## config.mk

```make
export PLATFORM = sky130hd
export DESIGN_NAME = euclidean_distance_2d_3d
export DESIGN_NICKNAME = d
export VERILOG_FILES = /design/src/design/eucl_pkg.sv /design/src/design/eucl_front.sv /design/src/design/eucl_root_cell.sv /design/src/design/euclidean_distance_2d_3d.sv
export SDC_FILE = /design/constraint.sdc
export NUM_CORES = 2
export LEC_CHECK = 0
export CORE_MARGIN = 2
export CORE_UTILIZATION = 65
export DETAILED_ROUTE_END_ITERATION = 8
export DONT_BUFFER_PORTS = 1
export GPL_TIMING_DRIVEN = 0
export HOLD_SLACK_MARGIN = 0.02
export PLACE_DENSITY = 0.81
export SLEW_MARGIN = 20
export SYNTH_ARGS = -nofsm -noshare
export SYNTH_HDL_FRONTEND = slang
export SYNTH_SLANG_ARGS = --single-unit
```

## constraint.sdc

```tcl
create_clock -name i_clk -period 145 [get_ports i_clk]
set_input_delay 21.75 -clock i_clk [delete_from_list [all_inputs] [get_ports i_clk]]
set_output_delay 21.75 -clock i_clk [all_outputs]
set_load 0.05 [all_outputs]
```

## src/design/eucl_pkg.sv

```systemverilog
// ----------------------------------------------------------------------------
// eucl_pkg
// Shared widths, types and helpers for the point distance pipeline.
// ----------------------------------------------------------------------------
package eucl_pkg;

    localparam int COORD_W       = 16;
    localparam int DIFF_W        = 16;
    localparam int SQ_W          = 2 * DIFF_W;
    localparam int SUM_W         = SQ_W + 2;
    localparam int DIST_W        = 25;
    localparam int FRACTION_BITS = 8;

    // root is formed two sum bits per step, then one extra step per fraction bit
    localparam int SUM_PAIRS  = (SUM_W + 1) / 2;
    localparam int PEND_W     = 2 * SUM_PAIRS;
    localparam int ROOT_STEPS = SUM_PAIRS + FRACTION_BITS;
    localparam int ROOT_W     = ROOT_STEPS;
    localparam int REM_W      = ROOT_W + 2;

    localparam int CMP_W = ROOT_W + DIST_W;
    localparam logic [CMP_W-1:0] DIST_MAX = CMP_W'({DIST_W{1'b1}});

    typedef logic signed [COORD_W-1:0] t_coord;

    typedef struct packed {
        logic [REM_W-1:0]  rem;
        logic [ROOT_W-1:0] root;
        logic [PEND_W-1:0] pend;
    } t_root_word;

    function automatic logic [DIST_W-1:0] sat_dist(input logic [ROOT_W-1:0] root);
        logic [CMP_W-1:0] wide;
        wide = CMP_W'(root);
        if (wide > DIST_MAX) begin
            return {DIST_W{1'b1}};
        end
        return wide[DIST_W-1:0];
    endfunction

endpackage

```

## src/design/eucl_front.sv

```systemverilog
// ----------------------------------------------------------------------------
// eucl_front
// Axis differences, squares and sum of squares over three registered stages.
// ----------------------------------------------------------------------------
module eucl_front (
    input  logic                   i_clk,
    input  logic                   i_rst_n,
    input  logic                   i_en,
    input  logic                   i_valid,
    input  logic                   i_three_dim,
    input  eucl_pkg::t_coord       i_first_x,
    input  eucl_pkg::t_coord       i_first_y,
    input  eucl_pkg::t_coord       i_first_z,
    input  eucl_pkg::t_coord       i_second_x,
    input  eucl_pkg::t_coord       i_second_y,
    input  eucl_pkg::t_coord       i_second_z,
    output logic                   o_valid,
    output eucl_pkg::t_root_word   o_word
);
    import eucl_pkg::*;

    function automatic logic [DIFF_W-1:0] abs_diff(input t_coord a, input t_coord b);
        logic signed [COORD_W:0] d;
        logic        [COORD_W:0] m;
        d = {a[COORD_W-1], a} - {b[COORD_W-1], b};
        m = d[COORD_W] ? (~d + 1'b1) : d;
        return m[DIFF_W-1:0];
    endfunction

    logic [2:0]        r_valid;
    logic [DIFF_W-1:0] r_dx, r_dy, r_dz;
    logic [SQ_W-1:0]   r_sx, r_sy, r_sz;
    logic [SUM_W-1:0]  r_sum;

    always_ff @(posedge i_clk) begin
        if (!i_rst_n) begin
            r_valid <= '0;
        end else if (i_en) begin
            r_valid <= {r_valid[1:0], i_valid};
        end
    end

    always_ff @(posedge i_clk) begin
        if (i_en) begin
            r_dx  <= abs_diff(i_first_x, i_second_x);
            r_dy  <= abs_diff(i_first_y, i_second_y);
            // z drops out in plane mode
            r_dz  <= i_three_dim ? abs_diff(i_first_z, i_second_z) : '0;
            r_sx  <= r_dx * r_dx;
            r_sy  <= r_dy * r_dy;
            r_sz  <= r_dz * r_dz;
            r_sum <= SUM_W'(r_sx) + SUM_W'(r_sy) + SUM_W'(r_sz);
        end
    end

    assign o_valid     = r_valid[2];
    assign o_word.rem  = '0;
    assign o_word.root = '0;
    assign o_word.pend = PEND_W'(r_sum);

endmodule

```

## src/design/eucl_root_cell.sv

```systemverilog
// ----------------------------------------------------------------------------
// eucl_root_cell
// One restoring square root step; takes the next two sum bits from the top.
// ----------------------------------------------------------------------------
module eucl_root_cell (
    input  logic                   i_clk,
    input  logic                   i_rst_n,
    input  logic                   i_en,
    input  logic                   i_valid,
    input  eucl_pkg::t_root_word   i_word,
    output logic                   o_valid,
    output eucl_pkg::t_root_word   o_word
);
    import eucl_pkg::*;

    logic [REM_W+1:0] rem_sh;
    logic [REM_W+1:0] trial;
    logic [REM_W+1:0] diff;
    logic             fits;
    t_root_word       n_word;
    logic             r_valid;
    t_root_word       r_word;

    always_comb begin
        rem_sh      = {i_word.rem, i_word.pend[PEND_W-1 -: 2]};
        trial       = (REM_W + 2)'({i_word.root, 2'b01});
        diff        = rem_sh - trial;
        fits        = (rem_sh >= trial);
        n_word.rem  = fits ? diff[REM_W-1:0] : rem_sh[REM_W-1:0];
        n_word.root = {i_word.root[ROOT_W-2:0], fits};
        n_word.pend = {i_word.pend[PEND_W-3:0], 2'b00};
    end

    always_ff @(posedge i_clk) begin
        if (!i_rst_n) begin
            r_valid <= 1'b0;
        end else if (i_en) begin
            r_valid <= i_valid;
        end
    end

    always_ff @(posedge i_clk) begin
        if (i_en) begin
            r_word <= n_word;
        end
    end

    assign o_valid = r_valid;
    assign o_word  = r_word;

endmodule

```

## src/design/euclidean_distance_2d_3d.sv

```systemverilog
// ----------------------------------------------------------------------------
// euclidean_distance_2d_3d
// Distance between two points in the plane or in space, fixed-point root.
// ----------------------------------------------------------------------------
//  channel   direction  handshake                 word
//  in        input      i_in_valid / o_in_stall   two points, six coordinates
//  out       output     o_out_valid / i_out_stall distance, 8 fraction bits
//  cfg       input      i_cfg_valid / o_cfg_ready plane or space mode
//
//  one word per cycle while the output is not stalled; the pipe holds
//  3 front stages plus 25 root cells
//  a stall on a valid output freezes the whole pipe; one extra word is held
//  in an input skid register, and o_in_stall comes straight from it
//  synchronous active-low reset clears valid bits and sets space mode
// ----------------------------------------------------------------------------
module euclidean_distance_2d_3d (
    input  logic                          i_clk,
    input  logic                          i_rst_n,
    input  logic                          i_in_valid,
    output logic                          o_in_stall,
    input  eucl_pkg::t_coord              i_first_x,
    input  eucl_pkg::t_coord              i_first_y,
    input  eucl_pkg::t_coord              i_first_z,
    input  eucl_pkg::t_coord              i_second_x,
    input  eucl_pkg::t_coord              i_second_y,
    input  eucl_pkg::t_coord              i_second_z,
    output logic                          o_out_valid,
    input  logic                          i_out_stall,
    output logic [eucl_pkg::DIST_W-1:0]   o_distance,
    input  logic                          i_cfg_valid,
    output logic                          o_cfg_ready,
    input  logic                          i_cfg_data
);
    import eucl_pkg::*;

    logic       r_three_dim;
    logic       r_skid_valid;
    t_coord     r_sk_fx, r_sk_fy, r_sk_fz, r_sk_sx, r_sk_sy, r_sk_sz;
    logic       w_adv;
    logic       w_accept;
    logic       w_feed_valid;
    t_coord     w_fx, w_fy, w_fz, w_sx, w_sy, w_sz;

    logic       w_valid [ROOT_STEPS+1];
    t_root_word w_word  [ROOT_STEPS+1];

    assign o_cfg_ready = 1'b1;

    always_ff @(posedge i_clk) begin
        if (!i_rst_n) begin
            r_three_dim <= 1'b1;
        end else if (i_cfg_valid && o_cfg_ready) begin
            r_three_dim <= i_cfg_data;
        end
    end

    // last cell is the output register
    assign w_adv    = !o_out_valid || !i_out_stall;
    assign w_accept = i_in_valid && !r_skid_valid;

    always_ff @(posedge i_clk) begin
        if (!i_rst_n) begin
            r_skid_valid <= 1'b0;
        end else if (w_adv) begin
            r_skid_valid <= 1'b0;
        end else if (w_accept) begin
            r_skid_valid <= 1'b1;
        end
    end

    always_ff @(posedge i_clk) begin
        if (!w_adv && w_accept) begin
            r_sk_fx <= i_first_x;
            r_sk_fy <= i_first_y;
            r_sk_fz <= i_first_z;
            r_sk_sx <= i_second_x;
            r_sk_sy <= i_second_y;
            r_sk_sz <= i_second_z;
        end
    end

    assign o_in_stall   = r_skid_valid;
    assign w_feed_valid = r_skid_valid || w_accept;
    assign w_fx = r_skid_valid ? r_sk_fx : i_first_x;
    assign w_fy = r_skid_valid ? r_sk_fy : i_first_y;
    assign w_fz = r_skid_valid ? r_sk_fz : i_first_z;
    assign w_sx = r_skid_valid ? r_sk_sx : i_second_x;
    assign w_sy = r_skid_valid ? r_sk_sy : i_second_y;
    assign w_sz = r_skid_valid ? r_sk_sz : i_second_z;

    eucl_front u_front (
        .i_clk       (i_clk),
        .i_rst_n     (i_rst_n),
        .i_en        (w_adv),
        .i_valid     (w_feed_valid),
        .i_three_dim (r_three_dim),
        .i_first_x   (w_fx),
        .i_first_y   (w_fy),
        .i_first_z   (w_fz),
        .i_second_x  (w_sx),
        .i_second_y  (w_sy),
        .i_second_z  (w_sz),
        .o_valid     (w_valid[0]),
        .o_word      (w_word[0])
    );

    for (genvar k = 0; k < ROOT_STEPS; k++) begin : g_cell
        eucl_root_cell u_cell (
            .i_clk   (i_clk),
            .i_rst_n (i_rst_n),
            .i_en    (w_adv),
            .i_valid (w_valid[k]),
            .i_word  (w_word[k]),
            .o_valid (w_valid[k+1]),
            .o_word  (w_word[k+1])
        );
    end

    assign o_out_valid = w_valid[ROOT_STEPS];
    assign o_distance  = sat_dist(w_word[ROOT_STEPS].root);

`ifndef SYNTHESIS
    a_skid_fill: assert property (@(posedge i_clk) disable iff (!i_rst_n)
        $rose(r_skid_valid) |-> $past(!w_adv && i_in_valid))
        else $error("skid filled while pipe was moving");

    a_skid_drain: assert property (@(posedge i_clk) disable iff (!i_rst_n)
        r_skid_valid && w_adv |=> !r_skid_valid)
        else $error("skid word not drained on advance");

    a_hold_tail: assert property (@(posedge i_clk) disable iff (!i_rst_n)
        !w_adv |=> $stable(w_valid[ROOT_STEPS - 1]))
        else $error("pipe moved while output held");
`endif

endmodule

```

; ---- Yosys cells after proc, flatten, opt, wreduce, memory -nomap -nowiden
; Cells that the tools add are included.
[op_classes]
n_shift = 0
multipliers = 3
n_mux = 33
eq_ne = 0
div_mod_pow = 0
bitwise_logic = 4
addsub = 32
n_reduce_logical = 9
n_lt_le_gt_ge = 25
[ops]
columns = op, count
row1 = $mux 27, 23
row2 = $mux 16, 9
row3 = $mul 16x16->32, 3
row4 = $sub 16x16->17, 3
row5 = $add 16x1->16 const B, 3
row6 = $not 16->16, 3
row7 = $add 34x32->34, 1
row8 = $add 32x32->33, 1
row9 = $ge 29x10->1, 1
row10 = $ge 29x11->1, 1
row11 = $ge 29x12->1, 1
row12 = $ge 29x13->1, 1
row13 = $ge 29x14->1, 1
row14 = $ge 29x15->1, 1
row15 = $ge 29x16->1, 1
row16 = $ge 29x17->1, 1
row17 = $ge 29x18->1, 1
row18 = $ge 29x19->1, 1
row19 = $ge 29x20->1, 1
row20 = $ge 29x21->1, 1
row21 = $ge 29x22->1, 1
row22 = $ge 29x23->1, 1
row23 = $ge 29x24->1, 1
row24 = $ge 29x25->1, 1
row25 = other kinds (39), 44
[totals]
latchBits = 0
output_inout_bits = 28
romBits = 0
ff_bits = 1525
inputBits = 102
word_cells = 220
ram_bits = 0
mem_count = 0

; ---- Longest topological paths before layout
[logic_depth]
ltp_word = 5
depth_mapped = 27
depth_no_buf = 26

; ---- Hierarchy
; Synthesis repeated with hierarchy kept, for this count alone.
[hier_totals]
cells_unflattened = 12708
area_unflattened_um2 = 151337.6
[modules_own_cells]
columns = mod, seq_area_each_um2, area_per_inst_um2, n_inst, cells_per_inst
row1 = eucl_root_cell (g_cell[0].u_cell ...), 2542.4, 4531.8, 15, 352
row2 = eucl_root_cell (g_cell[23].u_cell ...), 2542.4, 4595.7, 10, 373
row3 = eucl_front, 5315.1, 33153.0, 1, 3485
row4 = euclidean_distance_2d_3d, 2922.8, 4250.3, 1, 213

; ---- Worst setup path before layout
; Ideal clock, no wire load.
[synth_timing]
path_kind = input -> register
start = in i_out_stall
end = reg r_sk_fx[0], enable pin
t_arrival_ps = 116249
setup_ps = 11804
cell_stages = 4
t_required_ps = 133196
n_path_buf = 1
path_slack_ps = 16947
path_cell_list = and2_1 -> inv_1 -> clkbuf_1 -> nor3b_1
[synth_between]
elab_chain_cells = 4
[synth_lines]
columns = element, line
row1 = "start, declared", euclidean_distance_2d_3d.sv:28  ; input logic i_out_stall,
row2 = $logic_not 1->1, euclidean_distance_2d_3d.sv:58  ; assign w_adv = !o_out_valid || !i_out_stall;
row3 = $logic_or 1x1->1, euclidean_distance_2d_3d.sv:58
row4 = $logic_not 1->1, euclidean_distance_2d_3d.sv:72  ; if (!w_adv && w_accept) begin
row5 = $logic_and 1x1->1, euclidean_distance_2d_3d.sv:72
row6 = "end signal, assigned", euclidean_distance_2d_3d.sv:73  ; r_sk_fx <= i_first_x;
row7 = "end, declared", euclidean_distance_2d_3d.sv:38  ; t_coord r_sk_fx, r_sk_fy, r_sk_fz, r_sk_sx, r_sk_sy, r_sk_sz;
; No other way between the ends.
; A chain may end at the register's enable or synchronous reset.

; ---- Final worst setup path
[layout_timing]
start = in i_first_z[7]
end = reg u_front.r_dz[15] (data pin)
[layout_between]
elab_chain_cells = 5
[layout_lines]
columns = element, line
row1 = "start, declared", euclidean_distance_2d_3d.sv:23  ; input eucl_pkg::t_coord i_first_z,
row2 = $mux 16 (*), euclidean_distance_2d_3d.sv:86  ; assign w_fz = r_skid_valid ? r_sk_fz : i_first_z;
row3 = $sub 16x16->17 (*), eucl_front.sv:25  ; d = {a[COORD_W-1], a} - {b[COORD_W-1], b};
row4 = $not 16->16, eucl_front.sv:26  ; m = d[COORD_W] ? (~d + 1'b1) : d;
row5 = $add 16x1->16, eucl_front.sv:26
row6 = $mux 16 (*), eucl_front.sv:26
row7 = "end signal, assigned", eucl_front.sv:48  ; r_dz <= i_three_dim ? abs_diff(i_first_z, i_second_z) : '0;
row8 = "end, declared", eucl_front.sv:31  ; logic [DIFF_W-1:0] r_dx, r_dy, r_dz;
; Mark *: on every way between the ends. The rest lies on a longest branch, timed or not.

==> flow_summary_export.csv <==
group,metric,value,unit
outcome,status,"finished, final reports clean",
place,place_inst,10500,
setup_path,cp_slowest_cell,"or4_1",
clocking,cts_tree,"done",
detailed_routing,routed_wl,198000,um
setup_path,worst-path-stages,13,
clocking,clk_latency,0.80,ns
die,num_io_pins,130,
die,placeableCoreArea,148000,um^2
logic_synthesis,yosys-top-cells-area,"edfxtp_1, fa_1, ha_1, inv_1, xnor2_1",
setup_path,required,145.50,ns
setup_path,cp-end-kind,"flip-flop",
setup_path,path_class,"input port to flip-flop",
logic_synthesis,syn_avg_cell_area,11.3,um^2
timing,worst_pin_slew,1.05,ns
die,die_w,390,um
logic_synthesis,async_reset_ff_share,0,%
logic_synthesis,ys_seq_area_share,46.4,%
detailed_routing,vias_per_cell,5.82,
setup_path,start_kind,"input port",
timing,max-slew-margin-rel,30.0,%
timing,clock_skew,0.0496,ns
setup_path,rr_worst_depth,24,
detailed_routing,vias,62800,
global_route,grt_max_degree,62,
logic_synthesis,synth-seq-cells,1502,
setup_path,r2r_slack,136.36,ns
timing,final.period_utilization,17.0,%
place,hpwlAfterDp,150000,um
die,die_area,152000,um^2
die,fp-row-count,141,
setup_path,cp_top_family,"simple AND/OR/NAND/NOR gates",
detailed_routing,drt_first_pass_iters,9,
logic_synthesis,syn_area,96700,um^2
setup_path,cp.buffers_inverters,1,
global_route,grt_overflow_total,0,
setup_path,cp_cell_sequence,"mux2_2 > ha_1 > clkbuf_1 > a21o_1 > a211oi_1 > nor2_1 > a2111oi_0 > xnor2_1 > or4_1 > nor4_1 > mux2i_1 > nand2_1 > mux2i_1",
die,fp.dieH,390,um
global_route,antenna_found_initial,1,
setup_path,worstPathArrival,25.11,ns
layout,diodes,0,
detailed_routing,post-route-drc-count,0,
layout,area_delta_synth_final,8.55,%
timing,rsz0062_at_grt,"no",
clocking,cts_max_level,4,
logic_synthesis,syn_inst,8550,
logic_synthesis,synthFlopType,"edfxtp_1",
place,finalWeightedCongestion,0.914,
setup_path,cpPeakStageDelay,0.59,ns
detailed_routing,drtIter0Drc,3983,
clocking,postCtsSetupBuffers,0,
detailed_routing,ant_nets,0,
timing,hold_viol,0,
clocking,cts_hold_buf,0,
clocking,cts_buffer_depth,3,
clocking,clock_sinks,1502,
hold_path,hold_path_depth,0,
global_route,grt_pass1_vias,65000,
layout,layoutNonFillerInstCount,10800,
timing,final.min_clock_period,24.61,ns
clocking,cts_buffers,156,
clocking,cts_resized,0,
detailed_routing,post_drt_wl_per_cell,18.3,um
setup_path,path_max_fanout,9,
global_route,gr-usage-all-layers,26.3,%
die,initial_core_util,65.5,%
timing,setup_viol,0,
setup_path,cpMostUsedCell,"mux2i_1",
hold_path,min_path_type,"flip-flop to flip-flop",
logic_synthesis,synth.distinct_cells,90,
timing,final_max_slew_viol_count,0,
place,io_buffers,0,
clocking,clk_pin_slew,0.06,ns
job,cap_violations,0,
logic_synthesis,synth_edf_count,1472,
timing,fmaxAchievable,40.6,MHz
logic_synthesis,synth_largest_area_cell,"edfxtp_1",
logic_synthesis,ys_warn_count,0,
logic_synthesis,synth.top_cell.area_share,45.7,%
layout,layout.nets,10100,
global_route,grt_pass1_wl,323000,um
layout,drive_gt1_share,4.48,%
logic_synthesis,synth_nets,9908,
clocking,cts_root_buffer,"clkbuf_16",
[sequential cells by signal (all words and copies together), names as in the netlist]
signal,cells
g_cell.u_cell.o_valid,25
r_sk_sz,16
u_front.r_sx,31
r_sk_fz,16
u_front.r_sum,34
u_front.r_dy,16
u_front.r_dx,16
u_front.r_valid,3
u_front.r_sy,31
r_three_dim,1
u_front.r_dz,16
o_in_stall,1
r_sk_fy,16
r_sk_sx,16
r_sk_fx,16
u_front.r_sz,31
r_sk_sy,16
g_cell.u_cell.o_word,1201
[worst reg2reg max path, cell delays in order (launching register included)]
cell and delay, ns:
edfxtp_1 0.49, clkbuf_1 0.47, clkbuf_1 0.58, nand2_1 0.17, fa_1 0.58, fa_1 0.55, inv_1 0.05, fa_1 0.52
fa_1 0.46, fa_1 0.55, inv_1 0.06, fa_1 0.53, inv_1 0.05, ha_1 0.37, a21o_1 0.22, a21o_1 0.18
a21oi_1 0.25, nor4bb_1 0.54, o41ai_1 0.22, and4_1 0.26, o31a_1 0.30, a2111oi_0 0.39, o21bai_1 0.14, a21oi_1 0.23
xnor2_1 0.26
[stage by stage]
stage	hold slack (ns)	setup TNS, ns	setup slack [ns]	utilization [%]	area [um^2]
floorplan	0.400	0	16.95	-	96700
global placement	0.400	-3734.79	-38.92	67.1	99100
detailed placement	0.405	0	119.73	67.6	99800
CTS	0.375	0	120.52	71.0	105000
global route	0.394	0	120.24	71.1	105000
finish	0.387	0	120.39	71.1	105000
[final cells by class]
cell class / instances / area, um^2
Buffer: 158 / 608
Clock buffer: 179 / 3990
Clock inverter: 104 / 1100
Fill cell: 9886 / 42700
Inverter: 1223 / 4590
Multi-Input combinational cell: 5667 / 46700
Sequential cell: 1502 / 44800
Tap cell: 1930 / 2410
Timing Repair Buffer: 35 / 738
[layout by cell type, fill, tap and decap left out, types with 25 or more instances in the layout]
cell type	instances
edfxtp_1	1472
inv_1	1213
ha_1	753
nand2_1	690
fa_1	503
nor2_1	468
a21oi_1	401
xnor2_1	371
xor2_1	304
a21o_1	184
o21ai_1	181
and2_1	173
o21ai_0	170
nor3_1	163
clkbuf_1	161
clkbuf_16	156
nand2b_1	109
o21a_1	99
nor2b_1	96
nand3_1	93
nor4_1	76
or3_1	68
mux2i_1	66
mux2_2	66
mux2_1	52
and3_1	50
o21bai_1	46
o31ai_1	37
a211oi_1	35
or4_1	35
a21boi_0	31
clkinv_2	31
clkinv_1	31
dfxtp_1	30
nand4_1	29
or2_2	25
a21boi_1	25
[layer usage]
layer	track usage, %	share of wire (%)
met1	31.3	39
met2	47.7	52
met3	3.49	4.6
met4	11.7	4.5
met5	0	0.0035
[synthesized netlist by cell type, types with 35 or more instances]
cell / instances
edfxtp_1: 1472
inv_1: 1213
ha_1: 753
nand2_1: 690
fa_1: 503
nor2_1: 468
a21oi_1: 401
xnor2_1: 371
xor2_1: 304
a21o_1: 184
o21ai_1: 181
and2_1: 173
o21ai_0: 170
nor3_1: 163
clkbuf_1: 140
nand2b_1: 109
o21a_1: 99
nor2b_1: 96
nand3_1: 93
nor4_1: 76
or3_1: 68
mux2_2: 66
mux2i_1: 66
mux2_1: 52
and3_1: 50
o21bai_1: 46
o31ai_1: 37
a211oi_1: 35
or4_1: 35
[logic make-up after synthesis]
| group | count (synthesis) | share of synthesized area (%) |
|---|---|---|
| simple gates | 2161 | 10.9 |
| flops | 1502 | 46.4 |
| compound gates | 1389 | 9.05 |
| buf+inv | 1381 | 5.37 |
| fa+ha+maj | 1256 | 20.2 |
| xor+xnor | 675 | 6.12 |
| mux | 184 | 2.06 |
| other cells | 2 | 0.00777 |
[worst paths after layout]
check	from	end
min	u_front.r_sum[9]	g_cell[0].u_cell.o_word[11]
max	i_first_z[7]	u_front.r_dz[15]
max reg2reg	u_front.r_dx[4]	u_front.r_sx[30]
min reg2reg	u_front.r_sum[9]	g_cell[0].u_cell.o_word[11]
Power is not shown: default switching activity piles up to over one toggle a cycle in this logic, so the estimate is an artifact.
